[config.mk]
export PLATFORM = sky130hd
export DESIGN_NAME = anti_replay_window_top
export DESIGN_NICKNAME = d
export VERILOG_FILES = /design/src/hw/rtl/arw_pkg.sv /design/src/hw/rtl/arw_window.sv /design/src/hw/rtl/anti_replay_window_top.sv
export SDC_FILE = /design/constraint.sdc
export NUM_CORES = 1
export LEC_CHECK = 0
export BUFFER_PORTS_ARGS = -buffer_cell sky130_fd_sc_hd__buf_2
export CORE_MARGIN = 10
export CORE_UTILIZATION = 43
export DETAILED_ROUTE_END_ITERATION = 12
export MAX_ROUTING_LAYER = met4
export PLACE_DENSITY = 0.65
export SLEW_MARGIN = 15
export SYNTH_ARGS = -nofsm -noshare
export SYNTH_HDL_FRONTEND = slang
export SYNTH_SLANG_ARGS = --single-unit
[constraint.sdc]
create_clock -name clk -period 4.5 [get_ports clk]
set_input_delay 0 -clock clk [delete_from_list [all_inputs] [get_ports clk]]
set_output_delay 0 -clock clk [all_outputs]
set_load 0.1 [all_outputs]
[src/hw/rtl/arw_pkg.sv]
// arw_pkg: shared constants, codes and types for the anti-replay window block
// no dependencies; used by arw_window, anti_replay_window_top and arw_checker
`default_nettype none

package arw_pkg;

  localparam int CTR_W      = 64;
  localparam int LEN_W      = 16;
  localparam int VERDICT_W  = 3;
  localparam int CFG_IDX_W  = 1;
  localparam int CFG_DATA_W = 64;

  // default bitmap depth, top level parameter default
  localparam int WINDOW_SIZE_DEF = 64;
  // shortest datagram that can hold header and tag
  localparam int MIN_LENGTH = 24;

  // verdict codes
  localparam logic [VERDICT_W-1:0] VERDICT_OK          = 3'd0;
  localparam logic [VERDICT_W-1:0] VERDICT_NO_SESSION  = 3'd1;
  localparam logic [VERDICT_W-1:0] VERDICT_TOO_SHORT   = 3'd2;
  localparam logic [VERDICT_W-1:0] VERDICT_OVER_LIMIT  = 3'd3;
  localparam logic [VERDICT_W-1:0] VERDICT_TOO_OLD     = 3'd4;
  localparam logic [VERDICT_W-1:0] VERDICT_REPLAYED    = 3'd5;
  localparam logic [VERDICT_W-1:0] VERDICT_AUTH_FAILED = 3'd6;

  // configuration register indexes
  localparam logic [CFG_IDX_W-1:0] REG_SESSION_OPEN  = 1'd0;
  localparam logic [CFG_IDX_W-1:0] REG_MESSAGE_LIMIT = 1'd1;

  // one datagram handed to the window for judging
  typedef struct packed {
    logic             valid;
    logic [CTR_W-1:0] counter;
    logic [LEN_W-1:0] length;
    logic             auth_ok;
  } arw_req_t;

endpackage

`default_nettype wire

[src/hw/rtl/arw_window.sv]
// arw_window: window state (newest counter, seen bitmap) and the per-datagram judge
// depends on arw_pkg
`default_nettype none

module arw_window #(
  parameter int WINDOW_SIZE = arw_pkg::WINDOW_SIZE_DEF
) (
  input  wire logic                         clk,
  input  wire logic                         rst_n,
  input  wire logic                         clear,
  input  wire logic                         session_open,
  input  wire logic [arw_pkg::CTR_W-1:0]    message_limit,
  input  wire arw_pkg::arw_req_t            req,
  output logic      [arw_pkg::VERDICT_W-1:0] verdict
);

  localparam int IDX_W = (WINDOW_SIZE > 1) ? $clog2(WINDOW_SIZE) : 1;
  localparam logic [arw_pkg::CTR_W-1:0] WIN_LIM = arw_pkg::CTR_W'(WINDOW_SIZE);

  logic                      started_r, started_nxt;
  logic [arw_pkg::CTR_W-1:0] newest_r, newest_nxt;
  logic [WINDOW_SIZE-1:0]    seen_r, seen_nxt;

  logic                      behind;
  logic [arw_pkg::CTR_W-1:0] back_dist;
  logic [arw_pkg::CTR_W-1:0] fwd_dist;
  logic                      back_in_win;
  logic                      fwd_in_win;
  logic [IDX_W-1:0]          back_idx;
  logic [IDX_W-1:0]          fwd_idx;
  logic                      seen_hit;

  assign behind      = started_r && (req.counter <= newest_r);
  assign back_dist   = newest_r - req.counter;
  assign fwd_dist    = req.counter - newest_r;
  assign back_in_win = back_dist < WIN_LIM;
  assign fwd_in_win  = fwd_dist < WIN_LIM;
  assign back_idx    = back_dist[IDX_W-1:0];
  assign fwd_idx     = fwd_dist[IDX_W-1:0];
  // index only meaningful inside the window
  assign seen_hit    = back_in_win && seen_r[back_idx];

  always_comb begin
    if (!session_open) begin
      verdict = arw_pkg::VERDICT_NO_SESSION;
    end else if (req.length < arw_pkg::LEN_W'(arw_pkg::MIN_LENGTH)) begin
      verdict = arw_pkg::VERDICT_TOO_SHORT;
    end else if (req.counter >= message_limit) begin
      verdict = arw_pkg::VERDICT_OVER_LIMIT;
    end else if (behind && !back_in_win) begin
      verdict = arw_pkg::VERDICT_TOO_OLD;
    end else if (behind && seen_hit) begin
      verdict = arw_pkg::VERDICT_REPLAYED;
    end else if (!req.auth_ok) begin
      verdict = arw_pkg::VERDICT_AUTH_FAILED;
    end else begin
      verdict = arw_pkg::VERDICT_OK;
    end
  end

  always_comb begin
    started_nxt = started_r;
    newest_nxt  = newest_r;
    seen_nxt    = seen_r;
    if (clear) begin
      started_nxt = 1'b0;
      newest_nxt  = '0;
      seen_nxt    = '0;
    end else if (req.valid && (verdict == arw_pkg::VERDICT_OK)) begin
      if (!started_r) begin
        started_nxt = 1'b1;
        newest_nxt  = req.counter;
        seen_nxt    = WINDOW_SIZE'(1);
      end else if (!behind) begin
        // counter ahead: slide the bitmap and mark the new newest
        newest_nxt = req.counter;
        seen_nxt   = fwd_in_win ? ((seen_r << fwd_idx) | WINDOW_SIZE'(1))
                                : WINDOW_SIZE'(1);
      end else begin
        seen_nxt = seen_r | (WINDOW_SIZE'(1) << back_idx);
      end
    end
  end

  always_ff @(posedge clk) begin
    if (!rst_n) begin
      started_r <= 1'b0;
      newest_r  <= '0;
      seen_r    <= '0;
    end else begin
      started_r <= started_nxt;
      newest_r  <= newest_nxt;
      seen_r    <= seen_nxt;
    end
  end

endmodule

`default_nettype wire

[src/hw/rtl/anti_replay_window_top.sv]
// anti_replay_window_top: input register, window judge and result register
// depends on arw_pkg and arw_window
//
//   channel  | handshake                 | beat contents
//   ---------+---------------------------+--------------------------------------------
//   in       | in_valid / in_ready       | packet_counter, packet_length, auth_ok
//   out      | out_valid / out_ready     | accepted, verdict
//   cfg      | cfg_we (no wait)          | cfg_index, cfg_data
//
// one beat per cycle sustained unless out stalls; beats pass input then result register
// window state updates at the edge the input register hands its beat to the
// result register, so the following beat always sees the updated window
// a stall on out holds the result register and then the input register
// reset: session closed, message_limit all ones, window empty
`default_nettype none

module anti_replay_window_top #(
  parameter int WINDOW_SIZE = arw_pkg::WINDOW_SIZE_DEF
) (
  input  wire logic                            clk,
  input  wire logic                            rst_n,
  input  wire logic                            in_valid,
  output logic                                 in_ready,
  input  wire logic [arw_pkg::CTR_W-1:0]       in_packet_counter,
  input  wire logic [arw_pkg::LEN_W-1:0]       in_packet_length,
  input  wire logic                            in_auth_ok,
  output logic                                 out_valid,
  input  wire logic                            out_ready,
  output logic                                 out_accepted,
  output logic      [arw_pkg::VERDICT_W-1:0]   out_verdict,
  input  wire logic                            cfg_we,
  input  wire logic [arw_pkg::CFG_IDX_W-1:0]   cfg_index,
  input  wire logic [arw_pkg::CFG_DATA_W-1:0]  cfg_data
);

  logic                           session_open_r;
  logic [arw_pkg::CTR_W-1:0]      message_limit_r;

  logic                           s1_valid_r;
  logic [arw_pkg::CTR_W-1:0]      s1_counter_r;
  logic [arw_pkg::LEN_W-1:0]      s1_length_r;
  logic                           s1_auth_r;

  logic                           out_valid_r;
  logic                           out_accepted_r;
  logic [arw_pkg::VERDICT_W-1:0]  out_verdict_r;

  logic                           s1_adv;
  logic                           win_clear;
  arw_pkg::arw_req_t              win_req;
  logic [arw_pkg::VERDICT_W-1:0]  win_verdict;

  assign s1_adv    = s1_valid_r && (!out_valid_r || out_ready);
  assign in_ready  = !s1_valid_r || s1_adv;
  assign win_clear = cfg_we && (cfg_index == arw_pkg::REG_SESSION_OPEN);

  assign win_req.valid   = s1_adv;
  assign win_req.counter = s1_counter_r;
  assign win_req.length  = s1_length_r;
  assign win_req.auth_ok = s1_auth_r;

  arw_window #(
    .WINDOW_SIZE (WINDOW_SIZE)
  ) u_window (
    .clk           (clk),
    .rst_n         (rst_n),
    .clear         (win_clear),
    .session_open  (session_open_r),
    .message_limit (message_limit_r),
    .req           (win_req),
    .verdict       (win_verdict)
  );

  // configuration registers
  always_ff @(posedge clk) begin
    if (!rst_n) begin
      session_open_r  <= 1'b0;
      message_limit_r <= '1;
    end else if (cfg_we) begin
      unique case (cfg_index)
        arw_pkg::REG_SESSION_OPEN:  session_open_r  <= cfg_data[0];
        arw_pkg::REG_MESSAGE_LIMIT: message_limit_r <= cfg_data[arw_pkg::CTR_W-1:0];
        default: ;
      endcase
    end
  end

  // input register
  always_ff @(posedge clk) begin
    if (!rst_n) begin
      s1_valid_r <= 1'b0;
    end else if (in_ready) begin
      s1_valid_r <= in_valid;
    end
  end

  always_ff @(posedge clk) begin
    if (in_valid && in_ready) begin
      s1_counter_r <= in_packet_counter;
      s1_length_r  <= in_packet_length;
      s1_auth_r    <= in_auth_ok;
    end
  end

  // result register
  always_ff @(posedge clk) begin
    if (!rst_n) begin
      out_valid_r <= 1'b0;
    end else if (s1_adv) begin
      out_valid_r <= 1'b1;
    end else if (out_ready) begin
      out_valid_r <= 1'b0;
    end
  end

  always_ff @(posedge clk) begin
    if (s1_adv) begin
      out_verdict_r  <= win_verdict;
      out_accepted_r <= (win_verdict == arw_pkg::VERDICT_OK);
    end
  end

  assign out_valid    = out_valid_r;
  assign out_accepted = out_accepted_r;
  assign out_verdict  = out_verdict_r;

endmodule

`default_nettype wire

==> results of run 1 <==
==> final timing paths <==
check                                           from                                 end  slack, ns  depth (start not counted)
setup / recovery           s1_counter_r[0]$_DFFE_PP_     u_window.seen_r[2]$_SDFFE_PP0P_      -0.12                         19
hold / removal                             cfg_index         session_open_r$_SDFFE_PN0P_       0.06                          4
setup reg to reg           s1_counter_r[0]$_DFFE_PP_     u_window.seen_r[2]$_SDFFE_PP0P_      -0.12                         19
hold reg to reg   u_window.newest_r[63]$_SDFFE_PP0P_  u_window.newest_r[63]$_SDFFE_PP0P_       0.46                          2
==> per-layer routing <==
layer / share of wire (%) / GRT usage (%) / up-vias
met2: 46 / 49.4 / 1358
met4: 3.9 / 10.9 / 0
met1: 42 / 39.9 / 13900
li1: - / - / 13500
met5: 0 / - / -
met3: 8.8 / 4.87 / 233
==> registers in the layout, summed over array words and instances, names as in the netlist <==
name and count:
message_limit_r 64, out_accepted 1, out_valid 1, out_verdict 3
s1_auth_r 1, s1_counter_r 64, s1_length_r 13, s1_valid_r 1
session_open_r 1, u_window.newest_r 64, u_window.seen_r 64, u_window.started_r 1
==> logic make-up after synthesis <==
family | synth area share (%)
AO/OA/AOI/OAI | 27.3
multiplexers | 9.54
AND/OR/NAND/NOR | 18.8
XOR/XNOR | 2.94
adder cells (fa/ha/maj) | 9.61
flip-flops | 25.3
buffers and inverters | 6.60
==> critical path, delay by kind of cell (launching register included) <==
kind / cells / cell delay, ns
compound gates: 5 / 1.07
xor+xnor: 1 / 0.06
fa+ha+maj: 2 / 0.47
buf+inv: 5 / 0.56
flops: 1 / 0.41
simple gates: 6 / 1.94
==> cell type report <==
cell class	count	area (µm²)	share of cell area, %
Antenna cell	3	7.51	0.0213
Clock buffer	53	1000	2.85
Clock inverter	8	171	0.486
Inverter	230	863	2.45
Multi-Input combinational cell	2556	18300	51.9
Sequential cell	278	6390	18.1
Tap cell	765	957	2.72
Timing Repair Buffer	951	7570	21.5
==> power groups by stage <==
stage	Sequential, W	Combinational [W]	Clock [W]
final	0.00271	0.00219	0.00296
after global routing	0.00272	0.00234	0.00309
after CTS	0.00271	0.00207	0.00300
after detailed placement	0.00276	0.00193	0
after global placement	0.00276	0.00193	0
after floorplan	0.00277	0.00105	0
==> synth_stat cells (8+ instances only) <==
cell / instances / area, µm²
a2111oi_0: 8 / 70.1
a211oi_1: 31 / 233
a21boi_0: 8 / 60.1
a21o_1: 45 / 338
a21oi_1: 405 / 2030
a221oi_1: 15 / 131
a22o_1: 14 / 123
a22oi_1: 14 / 105
a31oi_1: 23 / 144
and2_1: 15 / 93.8
and3_1: 20 / 125
and4_1: 11 / 96.3
buf_1: 13 / 48.8
buf_2: 43 / 215
clkbuf_1: 123 / 462
dfxtp_1: 196 / 3920
edfxtp_1: 82 / 2460
ha_1: 191 / 2390
inv_1: 227 / 852
mux2i_1: 97 / 971
mux4_2: 62 / 1400
nand2_1: 488 / 1830
nand2b_1: 14 / 87.6
nand3_1: 62 / 310
nand4_1: 68 / 425
nor2_1: 196 / 736
nor2b_1: 21 / 131
nor3_1: 69 / 345
nor3_2: 10 / 100
nor4_1: 18 / 113
o2111ai_1: 8 / 70.1
o211ai_1: 93 / 698
o21a_1: 33 / 248
o21ai_0: 196 / 981
o21ai_1: 26 / 130
o21bai_1: 18 / 135
o221ai_1: 11 / 96.3
o22ai_1: 12 / 75.1
o2bb2ai_1: 18 / 158
or3_1: 13 / 81.3
xnor2_1: 47 / 412
xor2_1: 38 / 333
==> per-stage QoR <==
step	std cells	area, µm²	utilization [%]
after detailed placement	4582	31000	53.6
after CTS	4804	34100	58.9
final	4844	35200	60.8
after global placement	4582	31000	53.6
after floorplan	3252	25300	-
after global routing	4842	35200	60.8
==> what timing repair did <==
item | 4_1_cts | 5_1_grt
endpoints found under the hold margin | 145 | 0
cloned | 0 | 5
pin swaps | 47 | 98
setup endpoints to repair | 65 | 69
resized for setup | 77 | 187
setup buffers | 8 | 32
hold buffers | 154 | 0
==> reports/results.ini, run 1 <==
[setup_path]
cpPeakStageDelay_ns = 0.53
worstPathRequired_ns = 4.95
critPathCaptureType = register
slowest_stage = or4_4
path_cells = inv_2 -> ha_4 -> inv_2 -> fa_2 -> a21o_1 -> a221o_1 -> buf_6 -> a221oi_2 -> buf_4 -> buf_6 -> xnor2_2 -> or4_4 -> nor3_4 -> nand4_1 -> or3_4 -> or3_4 -> nor3_4 -> o21ai_2 -> a211oi_2
crit_arrival_ns = 5.07
crit_fanout = 4
worstSetupStartpointType = register
worstSetupPathType = reg2reg

[synthesis]
synth_edf_count = 82
yosysWarnings = 0
syn_area_per_cell_um2 = 7.78
synth_nets = 3596
synth_seq_cells = 278
syn_inst = 3252
ys_types = 101
synth_seq_area_share_pct = 25.3
synth_top_flop_cell = dfxtp_1
ys_async_sr_fraction_pct = 0
synth_area_um2 = 25300

[detailed_routing]
drt-total-wl_um = 111000
postRouteAntennaNets = 0
drt_iter0_drc = 3014
vias_per_cell = 5.99
post_drt_wl_per_cell_um = 22.9
drc_errors = 0
vias = 29000
firstDrtPassIters = 6

[sta]
setup_viol_count_final = 18
grt_setup_unrepaired = true
post-route-min-period_ns = 4.62
period_share_pct = 103
fmax_ghz = 0.217
tightest_slew_ns = 1.13
holdWs_ns = 0.0606
max_slew_margin_pct = 24.1
final-hold-violation-count = 0
drv_slew = 0
skew_ns = 0.0181
final.setup.worst_slack_ns = -0.117
fin_setup_tns_ns = -0.689

[place]
hpwlAfterDp_um = 87000
gp_congestion = 1.09
port_buffers = 153
pre_cts_ws_ns = -0.354

[clocking]
clock_latency_ns = 0.56
cts_root_buf = clkbuf_16
cts_tree = done
clockBufferDepth = 3
clkSinkCount = 278
cts_max_level = 2
cts.clk_slew.worst_paths_ns = 0.07
cts_made_buffers = 34

[min_path]
hp-class = in2reg

[power]
ir_drop_mv = 0.284
power.density_nw_per_um2 = 223
seq_power_share_pct = 34.4
pwr-share-clk_pct = 37.7
total_power_w = 0.00787
intPower_w = 0.00537
power.switching_w = 0.00250
power_leakage_nw = 14.9
switching_share_pct = 31.8
pwr-share-comb_pct = 27.9

[die]
die_height_um = 262
io_pins = 157
start_util_pct = 43.7
fp-row-count = 88
die_w_um = 262
die-area_um2 = 68900
core_area_um2 = 57900

[global_route]
grt_max_degree = 83
grt_first_pass_wirelength_um = 167000
overflow = 0
grt_pass1_vias = 28000
grt_antenna_before_repair = 1
grt_util_all_layers_pct = 31.2

[layout]
syn2layout_area_growth_pct = 39.4
layout-drive-gt1-share_pct = 28.0
mostFrequentLayoutCells = buf_4, nand2_1, a21oi_1, inv_1, dfxtp_1
fin_nets = 4395
fill_cells = 5229
mostFrequentLayoutCell = buf_4

[outcome]
violations = setup timing
status = complete, but fails checks

[job]
drv_cap = 0

Power figures use the tool's default switching activity.
==> inputs of run 2 (changes only) <==
--- a/config.mk
+++ b/config.mk
@@ -5,12 +5,13 @@
 export SDC_FILE = /design/constraint.sdc
 export NUM_CORES = 1
 export LEC_CHECK = 0
-export BUFFER_PORTS_ARGS = -buffer_cell sky130_fd_sc_hd__buf_2
 export CORE_MARGIN = 10
 export CORE_UTILIZATION = 43
 export DETAILED_ROUTE_END_ITERATION = 12
+export DONT_BUFFER_PORTS = 1
 export MAX_ROUTING_LAYER = met4
-export PLACE_DENSITY = 0.65
+export PLACE_DENSITY = 0.63
+export SKIP_CTS_REPAIR_TIMING = 1
 export SLEW_MARGIN = 15
 export SYNTH_ARGS = -nofsm -noshare
 export SYNTH_HDL_FRONTEND = slang
==> run 2 against run 1 <==
Against the previous run:
- the flow finishes with violations (hold timing, setup timing)
- clock-buffer cell count is 22 lower
- clock skew is 0.019 ns higher
- combinational power is 5% higher
- via count is 2.5% higher
- register-to-register slack worse by 0.12 ns
- cell count is 0.39% lower
==> reports/results.ini, run 2 (synthesized netlist as in run 1, its figures left out) <==
[outcome]
status = complete, but fails checks
violations = hold timing, setup timing

[clocking]
cts_max_level = 1
clockBufferDepth = 3
clkSinkCount = 278
clock_latency_ns = 0.62
cts.clk_slew.worst_paths_ns = 0.07
cts_tree = done
cts_root_buf = clkbuf_16
cts_made_buffers = 30

[sta]
period_share_pct = 105
final-hold-violation-count = 4
fin_setup_tns_ns = -7.22
setup_viol_count_final = 62
final.setup.worst_slack_ns = -0.238
tightest_slew_ns = 1.06
drv_slew = 0
fmax_ghz = 0.211
skew_ns = 0.0367
grt_setup_unrepaired = true
holdWs_ns = -0.00897
post-route-min-period_ns = 4.74
max_slew_margin_pct = 29.4

[detailed_routing]
drt_iter0_drc = 3705
vias_per_cell = 6.17
drc_errors = 0
vias = 29800
post_drt_wl_per_cell_um = 25.8
firstDrtPassIters = 6
drt-total-wl_um = 124000
postRouteAntennaNets = 0

[global_route]
grt_antenna_before_repair = 2
grt_util_all_layers_pct = 33.1
grt_max_degree = 129
overflow = 0
grt_pass1_vias = 27500
grt_first_pass_wirelength_um = 174000

[setup_path]
reg2reg_slack_ns = -0.24
critPathCaptureType = register
worstSetupStartpointType = register
cp-startpoint = s1_counter_r[10]$_DFFE_PP_
crit_buf_inv = 5
reg2regPathDepth = 19
cpPeakStageDelay_ns = 0.57
r2r_end = u_window.seen_r[3]$_SDFFE_PP0P_
slowest_stage = or4_1
path_cells = inv_1 -> ha_1 -> buf_4 -> nand2_1 -> nor2_1 -> buf_4 -> a221o_2 -> buf_4 -> xnor2_2 -> o21ai_0 -> or4_1 -> nor3_2 -> buf_4 -> nand4_1 -> or3_4 -> or3_4 -> nor3_4 -> o21ai_1 -> a221oi_2
cp.depth = 19
worstPathRequired_ns = 5.00
crit_fanout = 8
crit_top_cell = buf_4
worstSetupPathType = reg2reg
crit_arrival_ns = 5.24
critPathTopFamily = simple AND/OR/NAND/NOR gates
r2r-start = s1_counter_r[10]$_DFFE_PP_
cp-endpoint = u_window.seen_r[3]$_SDFFE_PP0P_

[layout]
stdcell_count = 4825
syn2layout_area_growth_pct = 38.7
mostFrequentLayoutCell = buf_4
layout-drive-gt1-share_pct = 24.8
utilization_pct = 60.5
fin_nets = 4378
mostFrequentLayoutCells = buf_4, nand2_1, a21oi_1, inv_1, dlygate4sd3_1

[place]
hpwlAfterDp_um = 96100
port_buffers = 0
placed_cells = 4534
gp_congestion = 1.04

[die]
fp-row-count = 88
die_w_um = 262
core_area_um2 = 57900
io_pins = 157
die_height_um = 262
start_util_pct = 43.7
die-area_um2 = 68900

[power]
ir_drop_mv = 0.517
power_leakage_nw = 14.6
power.density_nw_per_um2 = 228

[job]
drv_cap = 0

[min_path]
hp-class = in2reg
hold_depth = 1

[run 2: cell count changes in the layout (fill, tap and decap cells not counted), sizes merged]
cell         change
inv              -1
clkinvlp         +6
buf             -69
bufinv           +5
dlygate4sd3     +60
diode            -1
clkinv           +7
clkbuf          -26
[run 2: worst min path at each step]
stage	startpoint	end	slack, ns
final	in_valid	s1_length_r[15]$_DFFE_PP_	-0.009
after global routing	in_packet_counter[36]	s1_counter_r[36]$_DFFE_PP_	-0.002
after CTS	in_packet_counter[32]	s1_counter_r[32]$_DFFE_PP_	-0.55
after detailed placement	in_packet_counter[30]	s1_counter_r[30]$_DFFE_PP_	0.1
after global placement	in_packet_counter[44]	s1_counter_r[44]$_DFFE_PP_	0.1
after floorplan	in_auth_ok	s1_auth_r$_DFFE_PP_	0.1
[run 2: where the power goes]
group	leakage (nW)	internal (W)	switching, W
Clock	0.549	0.00180	0.00117
Sequential	2.39	0.00267	0.0000560
Combinational	11.7	0.000929	0.00137
Total	14.6	0.00540	0.00260
[run 2: layer usage]
layer | part of all wire [%] | global-route usage [%]
met3 | 8.6 | 4.87
met1 | 40 | 41.9
met5 | 0 | -
met4 | 4.3 | 11.7
met2 | 47 | 52.9
[run 2: worst register-to-register path: cells and delay by family, from the launching register on]
kind            cells  cell delay (ns)
buf+inv             5             0.73
fa+ha+maj           1             0.33
xor+xnor            1             0.16
simple gates        8             2.12
compound gates      4             0.93
flops               1             0.35
[run 2: area by class of cell]
class	instances	area, µm²
timing repair buffer	938	7820
fill	5029	22900
inverter	230	863
tap	765	957
sequential	278	6390
multi-input combinational	2556	17900
clock inverter	25	408
clock buffer	31	754
antenna	2	5.00
[run 2: per-stage QoR]
step / setup WS [ns] / cell area [µm²] / power (W)
3_3_place_gp: -0.591 / 31000 / 0.00474
5_1_grt: -0.433 / 35100 / 0.00824
6_report: -0.238 / 35100 / 0.00799
4_1_cts: -0.618 / 32200 / 0.00768
3_5_place_dp: -0.572 / 31000 / 0.00475
2_1_floorplan: 0.0602 / 25300 / 0.00382
